## src/mahs_pkg.sv

```systemverilog
// Shared types, constants and lookup tables for the MPEG audio header scanner.
// Used by the decode, divider and top-level modules; no dependencies.
package mahs_pkg;

	localparam int NUM_W = 26;  // 144 * 448 * 1000 fits in 26 bits
	localparam int SR_W  = 16;
	localparam int BR_W  = 9;
	localparam int SPF_W = 11;
	localparam int LEN_W = 12;
	localparam int K_W   = 18;  // widest frame-length coefficient, 144000

	localparam logic [7:0] SYNC_BYTE = 8'hFF;
	localparam logic [2:0] SYNC_TOP  = 3'b111;

	localparam logic [1:0] VER_MPEG25 = 2'd0;
	localparam logic [1:0] VER_RSVD   = 2'd1;
	localparam logic [1:0] VER_MPEG2  = 2'd2;
	localparam logic [1:0] VER_MPEG1  = 2'd3;

	localparam logic [1:0] LAYER_RSVD = 2'd0;
	localparam logic [1:0] SRI_RSVD   = 2'd3;
	localparam logic [3:0] BRI_FREE   = 4'd0;
	localparam logic [3:0] BRI_BAD    = 4'd15;
	localparam logic [1:0] MODE_MONO  = 2'd3;

	localparam logic [1:0] LI_ONE   = 2'd0;
	localparam logic [1:0] LI_TWO   = 2'd1;
	localparam logic [1:0] LI_THREE = 2'd2;

	localparam logic [K_W-1:0] K_LAYER1 = K_W'(12 * 1000);
	localparam logic [K_W-1:0] K_HALF   = K_W'(72 * 1000);
	localparam logic [K_W-1:0] K_FULL   = K_W'(144 * 1000);

	localparam logic [BR_W-1:0] KBPS_V1_L1 [16] = '{9'd0, 9'd32, 9'd64, 9'd96, 9'd128,
		9'd160, 9'd192, 9'd224, 9'd256, 9'd288, 9'd320, 9'd352, 9'd384, 9'd416, 9'd448, 9'd0};
	localparam logic [BR_W-1:0] KBPS_V1_L2 [16] = '{9'd0, 9'd32, 9'd48, 9'd56, 9'd64,
		9'd80, 9'd96, 9'd112, 9'd128, 9'd160, 9'd192, 9'd224, 9'd256, 9'd320, 9'd384, 9'd0};
	localparam logic [BR_W-1:0] KBPS_V1_L3 [16] = '{9'd0, 9'd32, 9'd40, 9'd48, 9'd56,
		9'd64, 9'd80, 9'd96, 9'd112, 9'd128, 9'd160, 9'd192, 9'd224, 9'd256, 9'd320, 9'd0};
	localparam logic [BR_W-1:0] KBPS_V2_L1 [16] = '{9'd0, 9'd32, 9'd48, 9'd56, 9'd64,
		9'd80, 9'd96, 9'd112, 9'd128, 9'd144, 9'd160, 9'd176, 9'd192, 9'd224, 9'd256, 9'd0};
	localparam logic [BR_W-1:0] KBPS_V2_L23 [16] = '{9'd0, 9'd8, 9'd16, 9'd24, 9'd32,
		9'd40, 9'd48, 9'd56, 9'd64, 9'd80, 9'd96, 9'd112, 9'd128, 9'd144, 9'd160, 9'd0};

	// Decoded header fields handed from the decoder to the top level.
	typedef struct packed {
		logic              ok;
		logic [SR_W-1:0]   sample_rate;
		logic [1:0]        channel_count;
		logic [BR_W-1:0]   bitrate;
		logic [SPF_W-1:0]  spf;
		logic              pad;
		logic              layer1;
		logic [NUM_W-1:0]  numer;
	} hdr_info_t;

	function automatic logic [SR_W-1:0] rate_lookup(input logic [1:0] ver,
			input logic [1:0] sri);
		logic [SR_W-1:0] r;
		r = '0;
		case ({ver, sri})
			{VER_MPEG1, 2'd0}:  r = 16'd44100;
			{VER_MPEG1, 2'd1}:  r = 16'd48000;
			{VER_MPEG1, 2'd2}:  r = 16'd32000;
			{VER_MPEG2, 2'd0}:  r = 16'd22050;
			{VER_MPEG2, 2'd1}:  r = 16'd24000;
			{VER_MPEG2, 2'd2}:  r = 16'd16000;
			{VER_MPEG25, 2'd0}: r = 16'd11025;
			{VER_MPEG25, 2'd1}: r = 16'd12000;
			{VER_MPEG25, 2'd2}: r = 16'd8000;
			default:            r = '0;
		endcase
		return r;
	endfunction

	function automatic logic [BR_W-1:0] kbps_lookup(input logic vg, input logic [1:0] li,
			input logic [3:0] bri);
		logic [BR_W-1:0] b;
		b = '0;
		case ({vg, li})
			{1'b0, LI_ONE}:   b = KBPS_V1_L1[bri];
			{1'b0, LI_TWO}:   b = KBPS_V1_L2[bri];
			{1'b0, LI_THREE}: b = KBPS_V1_L3[bri];
			{1'b1, LI_ONE}:   b = KBPS_V2_L1[bri];
			{1'b1, LI_TWO}:   b = KBPS_V2_L23[bri];
			{1'b1, LI_THREE}: b = KBPS_V2_L23[bri];
			default:          b = '0;
		endcase
		return b;
	endfunction

endpackage

```

## src/mahs_if.sv

```systemverilog
// Valid/ready channel interfaces for the MPEG audio header scanner.
// Depends on mahs_pkg for field widths.
interface mahs_byte_if;
	logic       valid;
	logic       ready;
	logic [7:0] data_byte;
	logic       last_byte;

	modport source (output valid, data_byte, last_byte, input ready);
	modport sink (input valid, data_byte, last_byte, output ready);
endinterface

interface mahs_result_if;
	logic                        valid;
	logic                        ready;
	logic                        found;
	logic [mahs_pkg::SR_W-1:0]   sample_rate;
	logic [1:0]                  channel_count;
	logic [mahs_pkg::BR_W-1:0]   bitrate_kbps;
	logic [mahs_pkg::SPF_W-1:0]  samples_per_frame;
	logic [mahs_pkg::LEN_W-1:0]  frame_length_bytes;

	modport source (output valid, found, sample_rate, channel_count, bitrate_kbps,
		samples_per_frame, frame_length_bytes, input ready);
	modport sink (input valid, found, sample_rate, channel_count, bitrate_kbps,
		samples_per_frame, frame_length_bytes, output ready);
endinterface

```

## src/mpeg_audio_header_scanner_core.sv

```systemverilog
// Usage notes
// The byte_ch sink takes one buffer byte per item, with last_byte marking the
// final byte. The result_ch source gives at most one item per buffer: the first
// valid MPEG audio frame header (found = 1 with its decoded fields), or, when the
// last byte arrives with no header, a not-found item with every field zero.
// Bytes that yield no result stream at one per cycle while no division runs.
// A byte that completes a valid header starts the frame-length division, which
// runs in a restoring divider producing one quotient bit per cycle; the block
// is not ready while it runs, and the result item is registered when the divider
// reports done. A not-found result appears the cycle after the last
// byte. The result sits in an output register; while it waits, bytes are taken
// only in the cycle it is taken, so a stalled receiver stalls the byte channel.
// After a header, later bytes are ignored until the last byte clears the state.
// Reset clears the state, the byte window, the byte count, the header flag and the output valid flag.
// Depends on mahs_pkg, mahs_if, mahs_decode and mahs_divider.
module mpeg_audio_header_scanner_core (
	input  logic          clk,
	input  logic          arst_n,
	mahs_byte_if.sink     byte_ch,
	mahs_result_if.source result_ch
);
	import mahs_pkg::*;

	localparam logic ST_IDLE = 1'b0;
	localparam logic ST_DIV  = 1'b1;

	logic             st_q;
	logic [23:0]      window_q;
	logic [1:0]       seen_q;
	logic             hdr_done_q;
	logic             ovalid_q;
	logic             found_q;
	logic [SR_W-1:0]  sr_q;
	logic [1:0]       ch_q;
	logic [BR_W-1:0]  br_q;
	logic [SPF_W-1:0] spf_q;
	logic [LEN_W-1:0] len_q;
	logic             pad_q;
	logic             l1_q;

	hdr_info_t        info;
	logic             acc;
	logic             hit;
	logic             div_done;
	logic [NUM_W-1:0] quot;
	logic [LEN_W-1:0] len_sum;
	logic [LEN_W-1:0] len_val;

	mahs_decode u_decode (
		.hdr  ({window_q, byte_ch.data_byte}),
		.info (info)
	);

	mahs_divider u_divider (
		.clk    (clk),
		.arst_n (arst_n),
		.start  (acc && hit),
		.numer  (info.numer),
		.denom  (info.sample_rate),
		.done   (div_done),
		.quot   (quot)
	);

	assign byte_ch.ready = (st_q == ST_IDLE) && (!ovalid_q || result_ch.ready);
	assign acc = byte_ch.valid && byte_ch.ready;
	assign hit = !hdr_done_q && (seen_q == 2'd3) && info.ok;

	// Layer I counts four-byte slots, so padding is added before scaling.
	assign len_sum = quot[LEN_W-1:0] + {{(LEN_W-1){1'b0}}, pad_q};
	assign len_val = l1_q ? {len_sum[LEN_W-3:0], 2'b00} : len_sum;

	always_ff @(posedge clk or negedge arst_n) begin
		if (!arst_n) begin
			st_q       <= ST_IDLE;
			window_q   <= '0;
			seen_q     <= '0;
			hdr_done_q <= 1'b0;
			ovalid_q   <= 1'b0;
		end else begin
			case (st_q)
				ST_IDLE: begin
					if (acc && hit) begin
						st_q <= ST_DIV;
					end
				end
				ST_DIV: begin
					if (div_done) begin
						st_q <= ST_IDLE;
					end
				end
				default: st_q <= ST_IDLE;
			endcase

			if (acc) begin
				if (!hdr_done_q) begin
					window_q <= {window_q[15:0], byte_ch.data_byte};
					if (seen_q != 2'd3) begin
						seen_q <= seen_q + 2'd1;
					end
					if (hit) begin
						hdr_done_q <= 1'b1;
					end
				end
				if (byte_ch.last_byte) begin
					window_q   <= '0;
					seen_q     <= '0;
					hdr_done_q <= 1'b0;
				end
			end

			if (div_done || (acc && byte_ch.last_byte && !hdr_done_q && !hit)) begin
				ovalid_q <= 1'b1;
			end else if (result_ch.ready) begin
				ovalid_q <= 1'b0;
			end
		end
	end

	always_ff @(posedge clk) begin
		if (acc && hit) begin
			sr_q  <= info.sample_rate;
			ch_q  <= info.channel_count;
			br_q  <= info.bitrate;
			spf_q <= info.spf;
			pad_q <= info.pad;
			l1_q  <= info.layer1;
		end
		if (div_done) begin
			found_q <= 1'b1;
			len_q   <= len_val;
		end else if (acc && byte_ch.last_byte && !hdr_done_q && !hit) begin
			found_q <= 1'b0;
			sr_q    <= '0;
			ch_q    <= '0;
			br_q    <= '0;
			spf_q   <= '0;
			len_q   <= '0;
		end
	end

	assign result_ch.valid              = ovalid_q;
	assign result_ch.found              = found_q;
	assign result_ch.sample_rate        = sr_q;
	assign result_ch.channel_count      = ch_q;
	assign result_ch.bitrate_kbps       = br_q;
	assign result_ch.samples_per_frame  = spf_q;
	assign result_ch.frame_length_bytes = len_q;

`ifndef SYNTHESIS
	a_busy_not_ready: assert property (@(posedge clk) disable iff (!arst_n)
		st_q == ST_DIV |-> !byte_ch.ready)
		else $error("byte channel ready while the divider is running");

	a_done_in_div: assert property (@(posedge clk) disable iff (!arst_n)
		div_done |-> st_q == ST_DIV)
		else $error("divider finished outside of the divide state");

	a_header_after_window: assert property (@(posedge clk) disable iff (!arst_n)
		hdr_done_q |-> seen_q == 2'd3)
		else $error("header flagged before four bytes were seen");

	a_notfound_zero: assert property (@(posedge clk) disable iff (!arst_n)
		result_ch.valid && !result_ch.found |-> result_ch.sample_rate == '0
			&& result_ch.bitrate_kbps == '0 && result_ch.frame_length_bytes == '0)
		else $error("not-found item carries nonzero fields");
`endif

endmodule

```

## src/mahs_decode.sv

```systemverilog
// Header qualifier and field decoder for a four-byte window.
// Depends on mahs_pkg for tables and the hdr_info_t type.
module mahs_decode (
	input  logic [31:0]          hdr,
	output mahs_pkg::hdr_info_t  info
);
	import mahs_pkg::*;

	logic [1:0]       ver;
	logic [1:0]       layer;
	logic [3:0]       bri;
	logic [1:0]       sri;
	logic [1:0]       li;
	logic             vg;
	logic [SR_W-1:0]  sr;
	logic [BR_W-1:0]  br;
	logic [K_W-1:0]   coef;
	logic [BR_W+K_W-1:0] prod;

	assign ver   = hdr[20:19];
	assign layer = hdr[18:17];
	assign bri   = hdr[15:12];
	assign sri   = hdr[11:10];
	assign li    = 2'd3 - layer;
	assign vg    = (ver != VER_MPEG1);
	assign sr    = rate_lookup(ver, sri);
	assign br    = kbps_lookup(vg, li, bri);

	always_comb begin
		if (li == LI_ONE) begin
			coef = K_LAYER1;
		end else if (vg && li == LI_THREE) begin
			coef = K_HALF;
		end else begin
			coef = K_FULL;
		end
	end

	assign prod = br * coef;

	always_comb begin
		info.ok = (hdr[31:24] == SYNC_BYTE) && (hdr[23:21] == SYNC_TOP)
			&& (ver != VER_RSVD) && (layer != LAYER_RSVD)
			&& (bri != BRI_FREE) && (bri != BRI_BAD) && (sri != SRI_RSVD)
			&& (sr != '0) && (br != '0);
		info.sample_rate   = sr;
		info.channel_count = (hdr[7:6] == MODE_MONO) ? 2'd1 : 2'd2;
		info.bitrate       = br;
		if (li == LI_ONE) begin
			info.spf = SPF_W'(384);
		end else if (vg && li == LI_THREE) begin
			info.spf = SPF_W'(576);
		end else begin
			info.spf = SPF_W'(1152);
		end
		info.pad    = hdr[9];
		info.layer1 = (li == LI_ONE);
		info.numer  = prod[NUM_W-1:0];
	end

endmodule

```

## src/mahs_divider.sv

```systemverilog
// Restoring divider, one quotient bit per cycle, for the frame-length division.
// Depends on mahs_pkg for operand widths.
module mahs_divider (
	input  logic                        clk,
	input  logic                        arst_n,
	input  logic                        start,
	input  logic [mahs_pkg::NUM_W-1:0]  numer,
	input  logic [mahs_pkg::SR_W-1:0]   denom,
	output logic                        done,
	output logic [mahs_pkg::NUM_W-1:0]  quot
);
	import mahs_pkg::*;

	localparam int CNT_W = $clog2(NUM_W);

	logic             busy_q;
	logic             done_q;
	logic [CNT_W-1:0] cnt_q;
	logic [SR_W-1:0]  rem_q;
	logic [SR_W-1:0]  den_q;
	logic [NUM_W-1:0] quo_q;
	logic [SR_W:0]    trial;
	logic [SR_W:0]    diff;
	logic             ge;

	// The dividend shifts out of the top of quo_q while quotient bits shift in.
	assign trial = {rem_q, quo_q[NUM_W-1]};
	assign diff  = trial - {1'b0, den_q};
	assign ge    = (trial >= {1'b0, den_q});

	always_ff @(posedge clk or negedge arst_n) begin
		if (!arst_n) begin
			busy_q <= 1'b0;
			done_q <= 1'b0;
			cnt_q  <= '0;
		end else begin
			done_q <= 1'b0;
			if (start) begin
				busy_q <= 1'b1;
				cnt_q  <= CNT_W'(NUM_W - 1);
			end else if (busy_q) begin
				if (cnt_q == '0) begin
					busy_q <= 1'b0;
					done_q <= 1'b1;
				end else begin
					cnt_q <= cnt_q - 1'b1;
				end
			end
		end
	end

	always_ff @(posedge clk) begin
		if (start) begin
			rem_q <= '0;
			den_q <= denom;
			quo_q <= numer;
		end else if (busy_q) begin
			rem_q <= ge ? diff[SR_W-1:0] : trial[SR_W-1:0];
			quo_q <= {quo_q[NUM_W-2:0], ge};
		end
	end

	assign done = done_q;
	assign quot = quo_q;

endmodule

```

## src/flat_wrapper.sv

```systemverilog
// flat-port wrapper written by rule: the top's interface ports become plain ports
module mpeg_audio_header_scanner_core_flat import mahs_pkg::*;
  (clk, arst_n, byte_ch_valid, byte_ch_data_byte, byte_ch_last_byte, byte_ch_ready, result_ch_valid, result_ch_found, result_ch_sample_rate, result_ch_channel_count, result_ch_bitrate_kbps, result_ch_samples_per_frame, result_ch_frame_length_bytes, result_ch_ready);
  mahs_byte_if byte_ch_i ();
  mahs_result_if result_ch_i ();
  input  logic clk;
  input  logic arst_n;
  input wire logic [$bits(byte_ch_i.valid)-1:0] byte_ch_valid;
  input wire logic [$bits(byte_ch_i.data_byte)-1:0] byte_ch_data_byte;
  input wire logic [$bits(byte_ch_i.last_byte)-1:0] byte_ch_last_byte;
  output wire logic [$bits(byte_ch_i.ready)-1:0] byte_ch_ready;
  output wire logic [$bits(result_ch_i.valid)-1:0] result_ch_valid;
  output wire logic [$bits(result_ch_i.found)-1:0] result_ch_found;
  output wire logic [$bits(result_ch_i.sample_rate)-1:0] result_ch_sample_rate;
  output wire logic [$bits(result_ch_i.channel_count)-1:0] result_ch_channel_count;
  output wire logic [$bits(result_ch_i.bitrate_kbps)-1:0] result_ch_bitrate_kbps;
  output wire logic [$bits(result_ch_i.samples_per_frame)-1:0] result_ch_samples_per_frame;
  output wire logic [$bits(result_ch_i.frame_length_bytes)-1:0] result_ch_frame_length_bytes;
  input wire logic [$bits(result_ch_i.ready)-1:0] result_ch_ready;
  assign byte_ch_i.valid = byte_ch_valid;
  assign byte_ch_i.data_byte = byte_ch_data_byte;
  assign byte_ch_i.last_byte = byte_ch_last_byte;
  assign byte_ch_ready = byte_ch_i.ready;
  assign result_ch_valid = result_ch_i.valid;
  assign result_ch_found = result_ch_i.found;
  assign result_ch_sample_rate = result_ch_i.sample_rate;
  assign result_ch_channel_count = result_ch_i.channel_count;
  assign result_ch_bitrate_kbps = result_ch_i.bitrate_kbps;
  assign result_ch_samples_per_frame = result_ch_i.samples_per_frame;
  assign result_ch_frame_length_bytes = result_ch_i.frame_length_bytes;
  assign result_ch_i.ready = result_ch_ready;
  mpeg_audio_header_scanner_core u_core (.clk(clk), .arst_n(arst_n), .byte_ch(byte_ch_i), .result_ch(result_ch_i));
endmodule
```

## config.mk

```make
export PLATFORM = sky130hd
export DESIGN_NAME = mpeg_audio_header_scanner_core_flat
export DESIGN_NICKNAME = d
export VERILOG_FILES = /design/src/mahs_pkg.sv /design/src/mahs_if.sv /design/src/mpeg_audio_header_scanner_core.sv /design/src/mahs_decode.sv /design/src/mahs_divider.sv /design/src/flat_wrapper.sv
export SDC_FILE = /design/constraint.sdc
export NUM_CORES = 1
export LEC_CHECK = 0
export ABC_AREA = 0
export BUFFER_PORTS_ARGS = -buffer_cell sky130_fd_sc_hd__buf_2
export CORE_AREA = 2 2 142 144
export CTS_CLUSTER_DIAMETER = 40
export CTS_CLUSTER_SIZE = 16
export DETAILED_ROUTE_END_ITERATION = 16
export DIE_AREA = 0 0 144 146
export PLACE_DENSITY = 0.77
export SETUP_SLACK_MARGIN = 0.4
export SYNTH_ARGS = -nofsm -noshare
export SYNTH_HDL_FRONTEND = slang
export SYNTH_HIERARCHICAL = 1
export SYNTH_SLANG_ARGS = --single-unit
```

## constraint.sdc

```tcl
create_clock -name clk -period 6.5 [get_ports clk]
set_input_delay 1.3 -clock clk [delete_from_list [all_inputs] [get_ports clk]]
set_output_delay 1.3 -clock clk [all_outputs]
set_load 0.01 [all_outputs]
```

==> metrics, run 1 <==
Routed WL=24.0 mm; vias per cell=5.75; Sw Ratio=21.3%; leakage power=roughly 5.2 nW; Crit path required time=6.66 ns; Worst Path Buf+Inv=2; critical path launch point type=flop; Post-Route Setup TNS=0 ns; P_int=between 0.0015 and 0.002 W; Clock Tree Buf Depth=2; Reg2Reg Launch Point=u_core/window_q[4]; CTS clk-pin slew, worst paths=roughly 0.070 ns; mux cell area share after synthesis=approximately 5.4%; std cell rows=a little over 50; clk sinks=147; Cell variety after synth=95; Die W=144 um; Slowest Stage Delay on Critical Path=0.49 ns; Post-synth top flop=edfxtp_1; Die ar.=0.0210 mm2; slew margin rel.=a little over a third; detailed router's first-iteration violation count=658; Clk pwr share=about half; worst clock skew=0.0130 ns; Core Util, Final=between 50% and 60%; largest cells by area after synthesis=edfxtp_1 (16%), dfxtp_1 (10%), ha_1 (9.1%), dfrtp_1 (8.6%), fa_1 (6.5%); Final Hold Fails=0; sequential power share=47.9%; FFs w/ async S/R, synth=between 20% and 30%; Root Buffer=clkbuf_16; Worst Setup End Kind=flop; largest family of logic cells by synthesized area=compound AO/OA/AOI/OAI gates; Min Clock Period, post-route=5.82 ns; post-synthesis xor/xnor area fraction=around 3%; core area=0.0193 mm2; Switch Pwr=0.000424 W; Worst Path Max Fanout=7; met2 routed WL=roughly 12 mm; Antenna Cells=0; Setup violations, final=0; r2r setup slk=0.68 ns; f_max=approximately 170 MHz; initial core utilization=54.3%; PwrDens=172 mW/mm2; GPL Wtd Cong=0.908; post-CTS setup buffers=0; max cap viols=0; initial antenna violation count=0; Critical Path AT=5.99 ns; Seq/Total Area, Yosys=a little over a third; Mean Syn Cell Area=9.60 um2; VDD IR-drop max=0.188 mV; H-tree lvl count=4; Final nets=1261; hpwl dp=17.4 mm; All-Layer GR Usage=23.5%; top sig layer=met4; gr ovfl total=0; Commonest cells post-synth=inv_1 (87), a21oi_1 (83), ha_1 (76); post-synthesis cell count=1094; CP cell instances=inv_1 -> ha_1 -> mux4_2 -> nand2_1 -> a31oi_1 -> a21oi_2 -> buf_4 -> and2_1 -> fa_1 -> fa_1 -> fa_1 -> ha_1 -> ha_1 -> a211oi_1 -> o21ai_0 -> and3_1 -> a31oi_1 -> o21ai_0 -> xnor2_1 -> mux2_2; R2R depth=20; wl on met1=10.6 mm; layout cell share with drive strength beyond 1=16.6%; CTS Buf Count=17; DR vias=8135; Final period util=89.6%; drt pass-1 iters=7; Yosys top cell area share=about 16%; critical path class=flop to flop; RSZ-0062 raised after global routing=yes; Syn. warnings=6; number of cells on the critical path=20; CP max stage cell=fa_1; largest net degree at the start of global routing=58; crit path to=u_core/u_divider/quot[25]; Logic pwr share=0.8%; Post-synth EDFFs=56; max-slew violation count=0; Synth area leader=edfxtp_1; final hold slack=between 0.4 and 0.5 ns; Fill cells=1645; Die Ht=~150 um; Post-Synth Adder-Cell Area=15.5%; most frequent cell after synthesis=inv_1; TritonCTS clock tree=built; status=finished clean; Final ANT Viol Nets=0; Simple-Gate Fraction of Synth Area=15.1%; synthesized flop and latch total=147; crit path from=u_core/window_q[4]; Slew @ Worst Pin=approximately 0.95 ns; Compound-Gate Fraction of Synth Area=17.7%; Worst R2R End=u_core/u_divider/quot[25]; synthesized area=about 0.011 mm2; io pins=66; met3 wire length=1.08 mm; vias in the first global route=7799; DRC viols=0; # hold bufs at CTS=0; Worst Hold Class=flop to flop; # port buffers=65; Area Growth Syn to Fin=9.79%; worst-skew pair later-pin latency=around 0.42 ns; wire length per cell=17.0 um; first-pass GRT wire length=39.5 mm; CP top delay family=adder cells
-- per-stage QoR --
stage               worst slack (ns)  instances  cell area (um2)  power (W)
floorplan                      0.775       1113            10600   0.000984
global placement               0.525       1384            10900   0.000987
detailed placement             0.392       1384            10900   0.000988
CTS                            0.509       1416            11500    0.00201
global route                   0.369       1416            11500    0.00205
finish                         0.676       1416            11500    0.00199
-- power by group through the flow --
stage	clock network (W)	logic [W]	registers [W]
6_report	0.00102	0.0000158	0.000952
5_1_grt	0.00108	0.0000188	0.000951
4_1_cts	0.00104	0.0000161	0.000952
3_5_place_dp	0	0.0000160	0.000972
3_3_place_gp	0	0.0000158	0.000972
2_1_floorplan	0	0.0000128	0.000972
-- routing by layer --
| metal | up-vias | GRT usage, % |
|---|---|---|
| met5 | - | 0 |
| met4 | 0 | 7.40 |
| met3 | 35 | 3.42 |
| met2 | 231 | 38.2 |
| met1 | 3917 | 32.4 |
| li1 | 3952 | - |
-- flip-flops by register name (all words and copies together) (netlist names) --
register / flops
u_core/u_divider/busy_q: 1
u_core/result_ch.frame_length_bytes: 12
u_core/result_ch.sample_rate: 16
u_core/u_divider/cnt_q: 5
u_core/st_q: 1
u_core/l1_q: 1
u_core/u_divider/rem_q: 16
u_core/result_ch.samples_per_frame: 11
u_core/pad_q: 1
u_core/u_divider/done: 1
u_core/result_ch.valid: 1
u_core/window_q: 24
u_core/u_divider/den_q: 16
u_core/seen_q: 2
u_core/hdr_done_q: 1
u_core/u_divider/quot: 26
u_core/result_ch.channel_count: 2
u_core/result_ch.bitrate_kbps: 9
u_core/result_ch.found: 1
-- cell families (layout without fill, tap and decap cells) --
kind of cell    count (synthesis)  count (layout)
simple gates                  294             294
compound gates                284             284
buf+inv                       172             210
flops                         147             147
fa+ha+maj                     110             110
mux                            51              51
xor+xnor                       35              35
other cells                     1              20
-- worst min path at each step --
stage / start / to / slack (ns) / cells past startpoint
2_1_floorplan: u_core/u_divider/rem_q[15] / u_core/u_divider/rem_q[15] / 0.43 / 2
3_5_place_dp: u_core/result_ch.found / u_core/result_ch.found / 0.44 / 1
4_1_cts: u_core/result_ch.found / u_core/result_ch.found / 0.45 / 1
5_1_grt: u_core/result_ch.found / u_core/result_ch.found / 0.47 / 1
6_report: u_core/result_ch.found / u_core/result_ch.found / 0.46 / 1
3_3_place_gp: u_core/result_ch.found / u_core/result_ch.found / 0.43 / 1
-- placed cells by master, fill, tap and decap left out, types with 9 or more instances in the layout --
master / count
inv_1: 87
a21oi_1: 81
ha_1: 76
nand2_1: 71
o21ai_0: 71
buf_2: 65
edfxtp_1: 56
dfxtp_1: 55
nor2_1: 54
nand3_1: 51
fa_1: 34
dfrtp_1: 32
mux2_2: 30
xnor2_1: 29
a22o_1: 27
buf_4: 23
conb_1: 20
clkbuf_16: 18
mux2i_1: 18
nor2b_1: 18
and3_1: 14
a21o_1: 14
and2_1: 13
nor3_1: 13
nand2b_1: 12
a31oi_1: 10
o22ai_1: 9
-- what timing repair did --
item / CTS / global route
endpoints found under the setup margin: 1 / 8
pin swaps: 0 / 1
resized for setup: 1 / 9
-- final cells by class --
class	instances	area, um2	area share, %
multi-input combinational	794	6060	52.6
sequential	147	3690	32.0
timing repair buffer	88	498	4.32
clock buffer	20	468	4.06
inverter	90	338	2.93
tap	265	332	2.88
clock inverter	12	141	1.23
Power figures use the tool's default switching activity.
==> inputs of run 2 (changes only) <==
Settings changed: BUFFER_PORTS_ARGS -buffer_cell sky130_fd_sc_hd__buf_2 to -buffer_cell sky130_fd_sc_hd__clkbuf_2.
==> run 2 against run 1 <==
Clock power is 5% lower. Setup slack worse by 0.053 ns. Final area is 0.44% lower. Sequential share of layout area is 0.16 points higher. Clock skew hardly changed. Hold slack better by 0.0034 ns.
==> metrics, run 2 (synthesis results as in run 1) <==
status=finished clean; Switch Pwr=0.000420 W; commonest non-fill, non-tap cell in the layout=inv_1; max cap viols=0; met1 GRT Util=around a third; RSZ-0062 raised after global routing=no; io pins=66; CTS Buf Count=17; f_max=170 MHz; max-slew violation count=0; Worst R2R End=u_core/u_divider/quot[22]; hold depth=1; H-tree lvl count=4; initial antenna violation count=0; detailed router's first-iteration violation count=681; Slew @ Worst Pin=0.956 ns; Finished Layout Cells=1415; critical path launch point type=flop; Power Total=0.00193 W; hold endpoint=u_core/result_ch.found; max reg flops=26; most frequent cells in the layout=inv_1 (87), a21oi_1 (82), ha_1 (76); slew margin rel.=36.1%; # port buffers=65; PwrDens=around 170 mW/mm2; GPL Wtd Cong=0.904; worst-skew pair later-pin latency=0.42 ns; sequential power share=49.3%; initial core utilization=a little over half; Crit path required time=6.67 ns; clk sinks=about 150; Clock Tree Buf Depth=2; Logic pwr share=less than 1%; most frequent CP cell=fa_1; final hold slack=0.460 ns; met3 Resource Use GR=roughly 4.1%; Final nets=1260; largest net degree at the start of global routing=43; gr ovfl total=0; DR vias=8159; Clk pwr share=49.9%; r2r setup slk=0.62 ns; Critical Path AT=6.04 ns; Die ar.=about 0.021 mm2; Worst Setup End Kind=flop; VDD IR-drop max=0.165 mV; # hold bufs at CTS=0; wire length per cell=17.3 um; Final ANT Viol Nets=0; placed cell count=1383; vias in the first global route=around 7800; layout cell share with drive strength beyond 1=16.5%; worst clock skew=0.0129 ns; P_int=0.00151 W; first-pass GRT wire length=39.8 mm; worst hold start=u_core/result_ch.found; Antenna Cells=0; CP cell instances=buf_4 -> ha_1 -> a32oi_1 -> o211ai_1 -> nand3_1 -> o31a_1 -> inv_1 -> nand2_1 -> fa_1 -> fa_1 -> inv_1 -> fa_1 -> ha_1 -> fa_1 -> a21o_1 -> a21oi_1 -> o211ai_1 -> a31o_2 -> a21oi_1 -> xnor2_1 -> mux2_2; Min Clock Period, post-route=5.88 ns; Sw Ratio=a little over a fifth; CTS clk-pin slew, worst paths=roughly 0.070 ns; Fill cells=approximately 1700; hpwl dp=17.7 mm; Die W=144 um; Area Growth Syn to Fin=9.31%; Final period util=approximately nine tenths; drt pass-1 iters=6; std cell rows=51; Reg2Reg Launch Point=u_core/window_q[5]; Worst Hold Class=flop to flop; core area=0.0193 mm2; critical path class=flop to flop; multi-input logic area=~0.006 mm2; busiest grt layer=met2; All-Layer GR Usage=23.7%; Worst Path Max Fanout=11; vias per cell=5.77; Post-Route Setup TNS=0 ns; register area=0.00369 mm2; Root Buffer=clkbuf_16; Final Hold Fails=0; TritonCTS clock tree=built; Slowest Stage Delay on Critical Path=around 0.54 ns; R2R depth=21; Setup violations, final=0; Die Ht=146 um; met2 Use GR=between 30% and 40%; CP max stage cell=fa_1; Routed WL=24.4 mm; DRC viols=0; leakage power=5.14 nW
==> run 2: critical path: cells and delay by family, from the launching register on <==
family | cells | cell delay (ns)
fa+ha+maj | 6 | 2.56
flops | 1 | 0.39
compound gates | 8 | 1.65
simple gates | 2 | 0.28
buf+inv | 3 | 0.39
mux | 1 | 0.26
xor+xnor | 1 | 0.08
==> run 2: worst max path at each step <==
stage / startpoint / endpoint
2_1_floorplan: u_core/window_q[4] / u_core/u_divider/quot[22]
3_3_place_gp: u_core/window_q[6] / u_core/u_divider/quot[22]
3_5_place_dp: u_core/window_q[6] / u_core/u_divider/quot[22]
4_1_cts: u_core/window_q[6] / u_core/u_divider/quot[22]
5_1_grt: u_core/window_q[4] / u_core/u_divider/quot[25]
6_report: u_core/window_q[5] / u_core/u_divider/quot[22]
==> run 2: area by class of cell <==
class,count,share of cell area (%)
inverter,90,2.94
timing repair buffer,87,4.27
tap,265,2.89
clock inverter,12,1.02
clock buffer,20,3.98
multi-input combinational,794,52.7
sequential,147,32.2
==> run 2: metal layers <==
layer	vias to the layer above	share of wire, %
met5	-	0
met4	0	2.2
met3	41	4.8
met2	252	49
met1	3925	44
li1	3941	-
==> run 2: per-stage QoR <==
| step | instance area [um2] | setup WS [ns] | util [%] |
|---|---|---|---|
| after floorplan | 10600 | 0.775 | - |
| after global placement | 10900 | 0.469 | 56.3 |
| after detailed placement | 10900 | 0.414 | 56.3 |
| after CTS | 11500 | 0.401 | 59.2 |
| after global routing | 11500 | 0.397 | 59.4 |
| final | 11500 | 0.623 | 59.4 |
==> run 2: timing repair <==
action                     4_1_cts  5_1_grt
resized for setup                0        9
setup buffers                    0        0
setup endpoints to repair        0        6
==> run 2: power groups by stage <==
stage / clock, W / combinational (W) / sequential, W
after floorplan: 0 / 0.0000128 / 0.000972
after global placement: 0 / 0.0000157 / 0.000972
after detailed placement: 0 / 0.0000159 / 0.000972
after CTS: 0.000986 / 0.0000161 / 0.000952
after global routing: 0.00102 / 0.0000189 / 0.000951
final: 0.000964 / 0.0000161 / 0.000952
